--- src/rtl/lgrs_pkg.sv ---
// shared types and constants for the life generation row stream block
package lgrs_pkg;

	localparam int DATA_W     = 64;
	localparam int AW_W       = 7;
	localparam logic [AW_W-1:0] AW_RESET = 7'd64;
	localparam int FIFO_DEPTH = 4;
	localparam int FIFO_PTR_W = 2;
	localparam int FIFO_CNT_W = 3;

	// one column's view of the three rows, already masked
	typedef struct packed {
		logic above;
		logic middle;
		logic row;
	} nbr_t;

	// per-word controls broadcast to every cell
	typedef struct packed {
		logic accept;
		logic first;
		logic last;
	} cell_ctl_t;

	typedef struct packed {
		logic [DATA_W-1:0] bits;
		logic              frame_end;
	} out_word_t;

endpackage

--- src/rtl/lgrs_cell.sv ---
// one column cell: holds two row bits and computes the next state of its column
module lgrs_cell (
	input  logic              clk,
	input  logic              arst_n,
	input  lgrs_pkg::cell_ctl_t ctl,
	input  logic              col_en,
	input  logic              row_bit,
	input  lgrs_pkg::nbr_t    left,
	input  lgrs_pkg::nbr_t    right,
	output lgrs_pkg::nbr_t    own,
	output logic              res_main,
	output logic              res_flush
);
	import lgrs_pkg::*;

	logic above_q;
	logic middle_q;
	logic [3:0] n_main;
	logic [3:0] n_flush;
	logic alive_main;

	function automatic logic life_rule(input logic alive, input logic [3:0] n);
		life_rule = (n == 4'd3) || (alive && (n == 4'd2));
	endfunction

	assign own.above  = above_q & col_en;
	assign own.middle = middle_q & col_en;
	assign own.row    = row_bit & col_en;

	// top row of a one-row frame sees dead rows above and below
	always_comb begin
		if (ctl.first) begin
			n_main     = 4'(left.row) + 4'(right.row);
			alive_main = own.row;
		end else begin
			n_main = 4'(left.above) + 4'(own.above) + 4'(right.above)
				+ 4'(left.middle) + 4'(right.middle)
				+ 4'(left.row) + 4'(own.row) + 4'(right.row);
			alive_main = own.middle;
		end
	end

	// bottom row flush: the row below is dead
	assign n_flush = 4'(left.middle) + 4'(own.middle) + 4'(right.middle)
		+ 4'(left.row) + 4'(right.row);

	assign res_main  = life_rule(alive_main, n_main) & col_en;
	assign res_flush = life_rule(own.row, n_flush) & col_en;

	always_ff @(posedge clk or negedge arst_n) begin
		if (!arst_n) begin
			above_q  <= 1'b0;
			middle_q <= 1'b0;
		end else if (ctl.accept) begin
			if (ctl.last) begin
				above_q  <= 1'b0;
				middle_q <= 1'b0;
			end else begin
				above_q  <= middle_q;
				middle_q <= own.row;
			end
		end
	end

endmodule

--- src/rtl/lgrs_out_fifo.sv ---
// small output queue taking up to two words per cycle
module lgrs_out_fifo (
	input  logic                clk,
	input  logic                arst_n,
	input  logic                push_a,
	input  lgrs_pkg::out_word_t word_a,
	input  logic                push_b,
	input  lgrs_pkg::out_word_t word_b,
	input  logic                pop,
	output lgrs_pkg::out_word_t head,
	output logic                not_empty,
	output logic                room_two
);
	import lgrs_pkg::*;

	out_word_t mem [FIFO_DEPTH];
	logic [FIFO_PTR_W-1:0] wr_q;
	logic [FIFO_PTR_W-1:0] rd_q;
	logic [FIFO_CNT_W-1:0] count_q;
	logic [FIFO_CNT_W-1:0] n_push;

	assign n_push    = FIFO_CNT_W'(push_a) + FIFO_CNT_W'(push_b);
	assign head      = mem[rd_q];
	assign not_empty = (count_q != '0);
	assign room_two  = (count_q <= FIFO_CNT_W'(FIFO_DEPTH - 2));

	always_ff @(posedge clk) begin
		if (push_a)
			mem[wr_q] <= word_a;
		if (push_b)
			mem[wr_q + FIFO_PTR_W'(1)] <= word_b;
	end

	always_ff @(posedge clk or negedge arst_n) begin
		if (!arst_n) begin
			wr_q    <= '0;
			rd_q    <= '0;
			count_q <= '0;
		end else begin
			wr_q    <= wr_q + FIFO_PTR_W'(n_push);
			if (pop)
				rd_q <= rd_q + FIFO_PTR_W'(1);
			count_q <= count_q + n_push - FIFO_CNT_W'(pop);
		end
	end

endmodule

--- src/rtl/life_generation_row_stream_top.sv ---
// life generation over a row stream: a row of column cells and an output queue
// a result word enters the output queue when the row word that causes it is accepted
// throughput: one row word per cycle while s_tready is high; the bottom row of a frame yields two words,
//   and the output drains one word per cycle while m_tready is high, through a four-entry queue
// s_tready drops while fewer than two queue entries are free
// reset clears held rows and the queue; active_width returns to 64
module life_generation_row_stream_top #(
	parameter int ROW_WIDTH = 64
) (
	input  logic                       clk,
	input  logic                       arst_n,
	input  logic                       cfg_valid,
	output logic                       cfg_ready,
	input  logic [lgrs_pkg::AW_W-1:0]  cfg_data,   // active_width
	input  logic                       s_tvalid,
	output logic                       s_tready,
	input  logic [lgrs_pkg::DATA_W-1:0] s_tdata,   // row_bits
	input  logic                       s_tlast,    // last_row
	output logic                       m_tvalid,
	input  logic                       m_tready,
	output logic [lgrs_pkg::DATA_W-1:0] m_tdata,   // next_row_bits
	output logic                       m_tlast     // frame_end
);
	import lgrs_pkg::*;

	typedef enum logic [1:0] {HELD_NONE, HELD_ONE, HELD_TWO} held_t;

	held_t            rows_held_q;
	logic [AW_W-1:0]  active_width_q;
	logic             s_accept;
	cell_ctl_t        ctl;
	nbr_t             nbr [ROW_WIDTH];
	logic [DATA_W-1:0] res_main;
	logic [DATA_W-1:0] res_flush;
	out_word_t        word_a;
	out_word_t        word_b;
	out_word_t        head;
	logic             push_a;
	logic             push_b;
	logic             room_two;

	assign cfg_ready = 1'b1;
	assign s_accept  = s_tvalid && s_tready;

	assign ctl.accept = s_accept;
	assign ctl.first  = (rows_held_q == HELD_NONE);
	assign ctl.last   = s_tlast;

	always_ff @(posedge clk or negedge arst_n) begin
		if (!arst_n) begin
			active_width_q <= AW_RESET;
			rows_held_q    <= HELD_NONE;
		end else begin
			if (cfg_valid && cfg_ready)
				active_width_q <= cfg_data;
			if (s_accept) begin
				if (s_tlast)
					rows_held_q <= HELD_NONE;
				else if (ctl.first)
					rows_held_q <= HELD_ONE;
				else
					rows_held_q <= HELD_TWO;
			end
		end
	end

	for (genvar x = 0; x < ROW_WIDTH; x++) begin : g_col
		nbr_t left;
		nbr_t right;
		logic col_en;

		assign col_en = (AW_W'(x) < active_width_q);

		if (x == 0) begin : g_l_edge
			assign left = '0;
		end else begin : g_l_in
			assign left = nbr[x-1];
		end

		if (x == ROW_WIDTH - 1) begin : g_r_edge
			assign right = '0;
		end else begin : g_r_in
			assign right = nbr[x+1];
		end

		lgrs_cell u_cell (
			.clk       (clk),
			.arst_n    (arst_n),
			.ctl       (ctl),
			.col_en    (col_en),
			.row_bit   (s_tdata[x]),
			.left      (left),
			.right     (right),
			.own       (nbr[x]),
			.res_main  (res_main[x]),
			.res_flush (res_flush[x])
		);
	end

	if (ROW_WIDTH < DATA_W) begin : g_pad
		assign res_main[DATA_W-1:ROW_WIDTH]  = '0;
		assign res_flush[DATA_W-1:ROW_WIDTH] = '0;
	end

	// a top row only yields a word when it is also the bottom row
	assign push_a           = s_accept && (!ctl.first || s_tlast);
	assign push_b           = s_accept && !ctl.first && s_tlast;
	assign word_a.bits      = res_main;
	assign word_a.frame_end = ctl.first;
	assign word_b.bits      = res_flush;
	assign word_b.frame_end = 1'b1;

	lgrs_out_fifo u_out_fifo (
		.clk       (clk),
		.arst_n    (arst_n),
		.push_a    (push_a),
		.word_a    (word_a),
		.push_b    (push_b),
		.word_b    (word_b),
		.pop       (m_tvalid && m_tready),
		.head      (head),
		.not_empty (m_tvalid),
		.room_two  (room_two)
	);

	assign s_tready = room_two;
	assign m_tdata  = head.bits;
	assign m_tlast  = head.frame_end;

	a_last_clears: assert property (@(posedge clk) disable iff (!arst_n)
		s_accept && s_tlast |=> rows_held_q == HELD_NONE)
		else $error("bottom row did not end the frame");

	a_row_held: assert property (@(posedge clk) disable iff (!arst_n)
		s_accept && !s_tlast |=> rows_held_q != HELD_NONE)
		else $error("row word not held");

	a_ready_fall: assert property (@(posedge clk) disable iff (!arst_n)
		$fell(s_tready) |-> $past(s_accept))
		else $error("queue filled without an accepted word");

endmodule
--- config.mk ---
export PLATFORM = sky130hd
export DESIGN_NAME = life_generation_row_stream_top
export DESIGN_NICKNAME = d
export VERILOG_FILES = /design/src/rtl/lgrs_pkg.sv /design/src/rtl/lgrs_cell.sv /design/src/rtl/lgrs_out_fifo.sv /design/src/rtl/life_generation_row_stream_top.sv
export SDC_FILE = /design/constraint.sdc
export NUM_CORES = 2
export LEC_CHECK = 0
export BUFFER_PORTS_ARGS = -buffer_cell sky130_fd_sc_hd__buf_4
export CAP_MARGIN = 5
export CORE_ASPECT_RATIO = 1.4
export CORE_MARGIN = 2
export CORE_UTILIZATION = 51
export CTS_CLUSTER_DIAMETER = 150
export DETAILED_ROUTE_END_ITERATION = 8
export PLACE_DENSITY = 0.7
export SLEW_MARGIN = 20
export SYNTH_ARGS = -nofsm -noshare
export SYNTH_HDL_FRONTEND = slang
export SYNTH_SLANG_ARGS = --single-unit
--- constraint.sdc ---
create_clock -name clk -period 4.85 [get_ports clk]
set_clock_uncertainty 0.2 [all_clocks]
set_input_delay 0.97 -clock clk [delete_from_list [all_inputs] [get_ports clk]]
set_output_delay 0.97 -clock clk [all_outputs]
set_load 0.05 [all_outputs]
### Word level (Yosys, flattened, before mapping)

Memory sizes are Yosys's and may differ from the RTL's.
Index checks and enable logic that the tools add are counted.
Widths: inputs -> output; s select.

* add/sub/neg operators: 760
* magnitude comparators: 65
* eq/ne operators: 256
* muxes and demuxes: 262
* bitwise logic cells: 320
* reductions and logical operators: 265

Operator list (count)
* $add 4x1->4: 566
* $eq 4x2->1 const B: 256
* $add 1x1->2: 189
* $and 1x1->1: 320
* $mux 4: 64
* $lt 6x7->1 const A: 32
* $mux 1: 196
* $logic_and 1x1->1: 133
* $logic_or 1x1->1: 129
* $lt 5x7->1 const A: 16
* $lt 4x7->1 const A: 8
* $lt 3x7->1 const A: 4
* $lt 1x7->1 const A: 2
* $lt 2x7->1 const A: 2
* $add 2x1->2 const B: 2
* $mux 2: 2
* $add 3x3->3: 1
* $le 3x2->1 const B: 1
* $reduce_bool 3->1: 1
* $sub 3x1->3: 1
* $add 2x2->2: 1
* $logic_not 2->1: 1
* $logic_not 1->1: 1

* register bits after elaboration: 144
* RAM bits: 260
* bits of input ports: 77
* output and inout port bits: 68
* memories: 1

Memory list
* u_out_fifo.mem: words 4, bits a word 65, rd ports 1, clocked after Yosys merged registers in 0, wr ports 2, line lgrs_out_fifo.sv:16 `out_word_t mem [FIFO_DEPTH];`

### Logic depth before layout (Yosys ltp)

* word-level depth: 14
* depth in mapped cells: 19

### Modules after synthesis

A second synthesis with hierarchy kept.

* cells, all modules: 3845
* area, all modules: 39679.3 um^2

Modules (own cells, without submodules)
* lgrs_cell (g_col[0].u_cell ...): times used 43, cells an instance 48, area each 402.9 um^2
* lgrs_out_fifo: times used 1, cells an instance 668, area each 13095.1 um^2
* lgrs_cell (g_col[14].u_cell ...): times used 21, cells an instance 46, area each 394.1 um^2
* life_generation_row_stream_top: times used 1, cells an instance 147, area each 983.4 um^2

### Worst setup path after synthesis

OpenSTA, ideal clock, no wires.

* path kind: reg-to-reg
* start: register active_width_q[3]
* end: memory u_out_fifo.mem[1][2] (netlist bit) (data pin)
* arrival time: 4.168 ns
* setup slack: 0.210 ns
* stages on the path, launching flop included: 19
* buffers on the path: 1
* period minus slack after synthesis: 4.640 ns
* path through: dfrtp_1 buf_4 nor4_2 nand2_1 nand2_1 inv_1 ha_1 inv_1 fa_1 xor2_1 ha_1 inv_1 fa_1 fa_1 nor2b_1 a31oi_1 a2111oi_0 o21ai_0 o22ai_1

RTL lines
* start, declared: line life_generation_row_stream_top.sv:29 `logic [AW_W-1:0] active_width_q;`
* start signal, assigned: line life_generation_row_stream_top.sv:55 `active_width_q <= cfg_data;`
* end, declared: line lgrs_out_fifo.sv:16

==> impl_metrics.py <==
metrics = {
    "clock_tree": {
        "cts_hold_buf": 0,
        "cts_sinks": 404,
        "clkTransAtPathRegs_ns": 0.06,
        "ctsHtreeMaxLevel": 2,
        "cts_buffer_depth": 3,
        "cts_root_buf": "clkbuf_16",
        "clk_latency_ns": 0.59,
        "cts_tree": "built",
        "cts-buffers-inserted": 46,
    },
    "placed_design": {
        "dp_cells": 4804,
        "port_buffers": 143,
        "place.gp.congestion": 0.900,
        "post-place-ws_ns": -0.289,
        "hpwl_um": 76700,
    },
    "timing": {
        "fin_setup_tns_ns": 0,
        "grt_setup_unrepaired": "true",
        "layout_setup_ws_ns": 0.00765,
        "setup_viol": 0,
        "hold_viol_final": 0,
        "finalCritPeriodShare_pct": 99.8,
        "fmax_mhz": 207,
        "slew_viol_final": 0,
        "worst_pin_slew_ns": 1.17,
        "timing.final.crit_period_ns": 4.84,
        "relSlewSlack_pct": 21.3,
    },
    "global_routing": {
        "grtUsageTotal_pct": 29.1,
        "grt.overflow.total": 0,
        "grt_max_degree": 79,
        "grt_pass1_wl_um": 168000,
        "grt_pass1_vias": 30500,
        "antenna_found_initial": 4,
    },
    "setup_path": {
        "arrival_ns": 4.92,
        "endpoint_kind": "flip-flop",
        "start_kind": "flip-flop",
        "cp_cell_sequence": "clkbuf_2 -> nor3_2 -> buf_4 -> o21ai_2 -> nand2_1 -> xnor2_1 -> fa_1 -> xor2_1 -> ha_1 -> inv_1 -> fa_1 -> inv_1 -> fa_1 -> o2111a_1 -> o21ai_0 -> buf_4 -> o22ai_1",
        "max_stage_delay_ns": 0.48,
        "crit_type": "flip-flop to flip-flop",
        "critical_path_peak_fanout": 6,
        "required_ns": 4.93,
        "cp_slowest_cell": "fa_1",
        "path_common_cell": "fa_1",
    },
    "flow_run": {
        "drv_cap": 0,
    },
    "synthesis": {
        "ys_warn_count": 0,
        "syn_nets": 4406,
        "synth_edf_count": 256,
        "synth.largest_area_cell": "edfxtp_1",
        "syn_area_mm2": 0.0369,
        "ys_top_cells_by_area": "edfxtp_1 (21%), fa_1 (18%), ha_1 (13%)",
        "async_reset_ff_share_pct": 35.6,
        "synth.top_cell.area_share_pct": 20.8,
        "synth_most_common_cell": "inv_1",
        "ys_ff_latch": 404,
        "synthFlopType": "edfxtp_1",
        "post_synth.cell_area_avg_um2": 10.2,
        "synth_common_cells": "inv_1 (530), nand2_1 (452), ha_1 (374)",
        "syn-instance-count": 3625,
        "synthDistinctLibCells": 74,
        "seq_area_frac_synth_pct": 30.8,
    },
    "routing": {
        "vias": 29300,
        "routed_via_density": 5.96,
        "route.detailed.drc": 0,
        "dr.pass1.iters": 8,
        "drt_iter0_drc": 2167,
        "ant_nets": 0,
        "avgRoutedWirePerCell_um": 21.8,
        "wirelength_um": 107000,
    },
    "floorplanning": {
        "io_pins": 145,
        "die_area_mm2": 0.0745,
        "initial_utilization_pct": 51.6,
        "rows": 116,
        "die_h_um": 322,
        "dieWidth_um": 231,
        "core_area_mm2": 0.0716,
    },
    "hold_path": {
        "hold_path_class": "primary input to async pin",
    },
    "cells_and_area": {
        "fin_cells": 4910,
        "area_delta_synth_final_pct": 15.3,
        "drive_gt1_share_pct": 18.3,
        "nNetsFinal": 4708,
    },
    "power": {
        "p_total_w": 0.0260,
        "p_per_area_mw_per_mm2": 612,
        "max-vdd-ir-drop_mv": 0.482,
        "leakagePower_nw": 19.9,
    },
    "run_status": {
        "status": "completed",
    },
}
## cell families after synthesis
| family | after synthesis | synth area share, % |
|---|---|---|
| flops | 404 | 30.8 |
| fa+ha+maj | 704 | 30.6 |
| other cells | 1 | 0.0102 |
| xor+xnor | 102 | 2.42 |
| mux | 81 | 4.46 |
| buf+inv | 677 | 7.26 |
| simple gates | 859 | 10.7 |
| compound gates | 797 | 13.7 |
## final timing paths
check                                   startpoint                       to  slack, ns  depth (start not counted)
max                              active_width_q[1]    u_out_fifo.mem[1][57]      0.008                         17
min                                         arst_n    u_out_fifo.count_q[2]       0.12                          1
max reg2reg                      active_width_q[1]    u_out_fifo.mem[1][57]      0.008                         17
min reg2reg                g_col[1].u_cell.above_q  g_col[1].u_cell.above_q       0.27                          2
max in group asynchronous                   arst_n        active_width_q[0]       3.43                          2
min in group clk           g_col[1].u_cell.above_q  g_col[1].u_cell.above_q       0.27                          2
## area by class of cell
type | instances | area [µm²]
flip-flops and latches | 404 | 11400
clock inverters | 20 | 243
fillers | 5912 | 29000
well taps | 944 | 1180
diodes | 2 | 5.00
repair buffers | 400 | 3100
inverters | 531 | 2000
multi-input cells | 2544 | 23300
clock buffers | 65 | 1310
## report_power, final
group / switching (W) / total, W / internal [W]
Combinational: 0.0103 / 0.0170 / 0.00664
Sequential: 0.000788 / 0.00540 / 0.00461
Clock: 0.00150 / 0.00365 / 0.00216
Total: 0.0126 / 0.0260 / 0.0134
## routing by layer
layer / GRT usage [%] / vias to the layer above / wire length, µm
li1: - / 13300 / -
met1: 34.6 / 14600 / 39900
met2: 51.5 / 1130 / 54500
met3: 4.53 / 320 / 7560
met4: 13.9 / 6 / 5250
met5: 0 / - / 40
## cells in the final DEF (no fill, tap or decap), drive strengths merged, types with 12 or more instances in the layout
master and instances:
or2 42, o21bai 47, o211ai 39, nand3b 75, nand3 46, nand2b 13, xnor2 52, nor2 153
mux2 16, o21ai 222, edfxtp 256, dfrtp 143, o22ai 241, xor2 50, and3 14, nor3 12
o2111ai 56, fa 330, a21oi 109, inv 533, clkbuf 66, mux4 65, nor2b 20, ha 374
a22oi 12, buf 399, nand2 452
## through the flow
step / hold slack, ns / util, % / area [µm²]
after global placement: 0.244 / 56.5 / 40400
after detailed placement: 0.255 / 56.5 / 40400
final: 0.123 / 59.4 / 42500
after CTS: 0.121 / 58.8 / 42100
after floorplan: 0.231 / - / 36900
after global routing: 0.152 / 59.4 / 42500
## state kept, by name (all words and copies together) (netlist names)
name,flops
active_width_q,7
u_out_fifo.wr_q,2
u_out_fifo.count_q,3
rows_held_q,2
g_col.u_cell.middle_q,64
u_out_fifo.rd_q,2
g_col.u_cell.above_q,64
u_out_fifo.mem,260
## critical path: cells and delay by family, from the launching register on
family,cells,cell delay [ns]
AND/OR/NAND/NOR,2,0.54
AO/OA/AOI/OAI,4,0.67
adder cells (fa/ha/maj),4,1.58
XOR/XNOR,2,0.34
buffers and inverters,5,0.74
flip-flops,1,0.45
## repair_timing
action | 4_1_cts | 5_1_grt
buffers inserted | 0 | 19
endpoints found under the setup margin | 101 | 228
gates resized for setup | 34 | 106
cloned | 0 | 0
pin swaps | 0 | 12
Power figures use the tool's default switching activity.
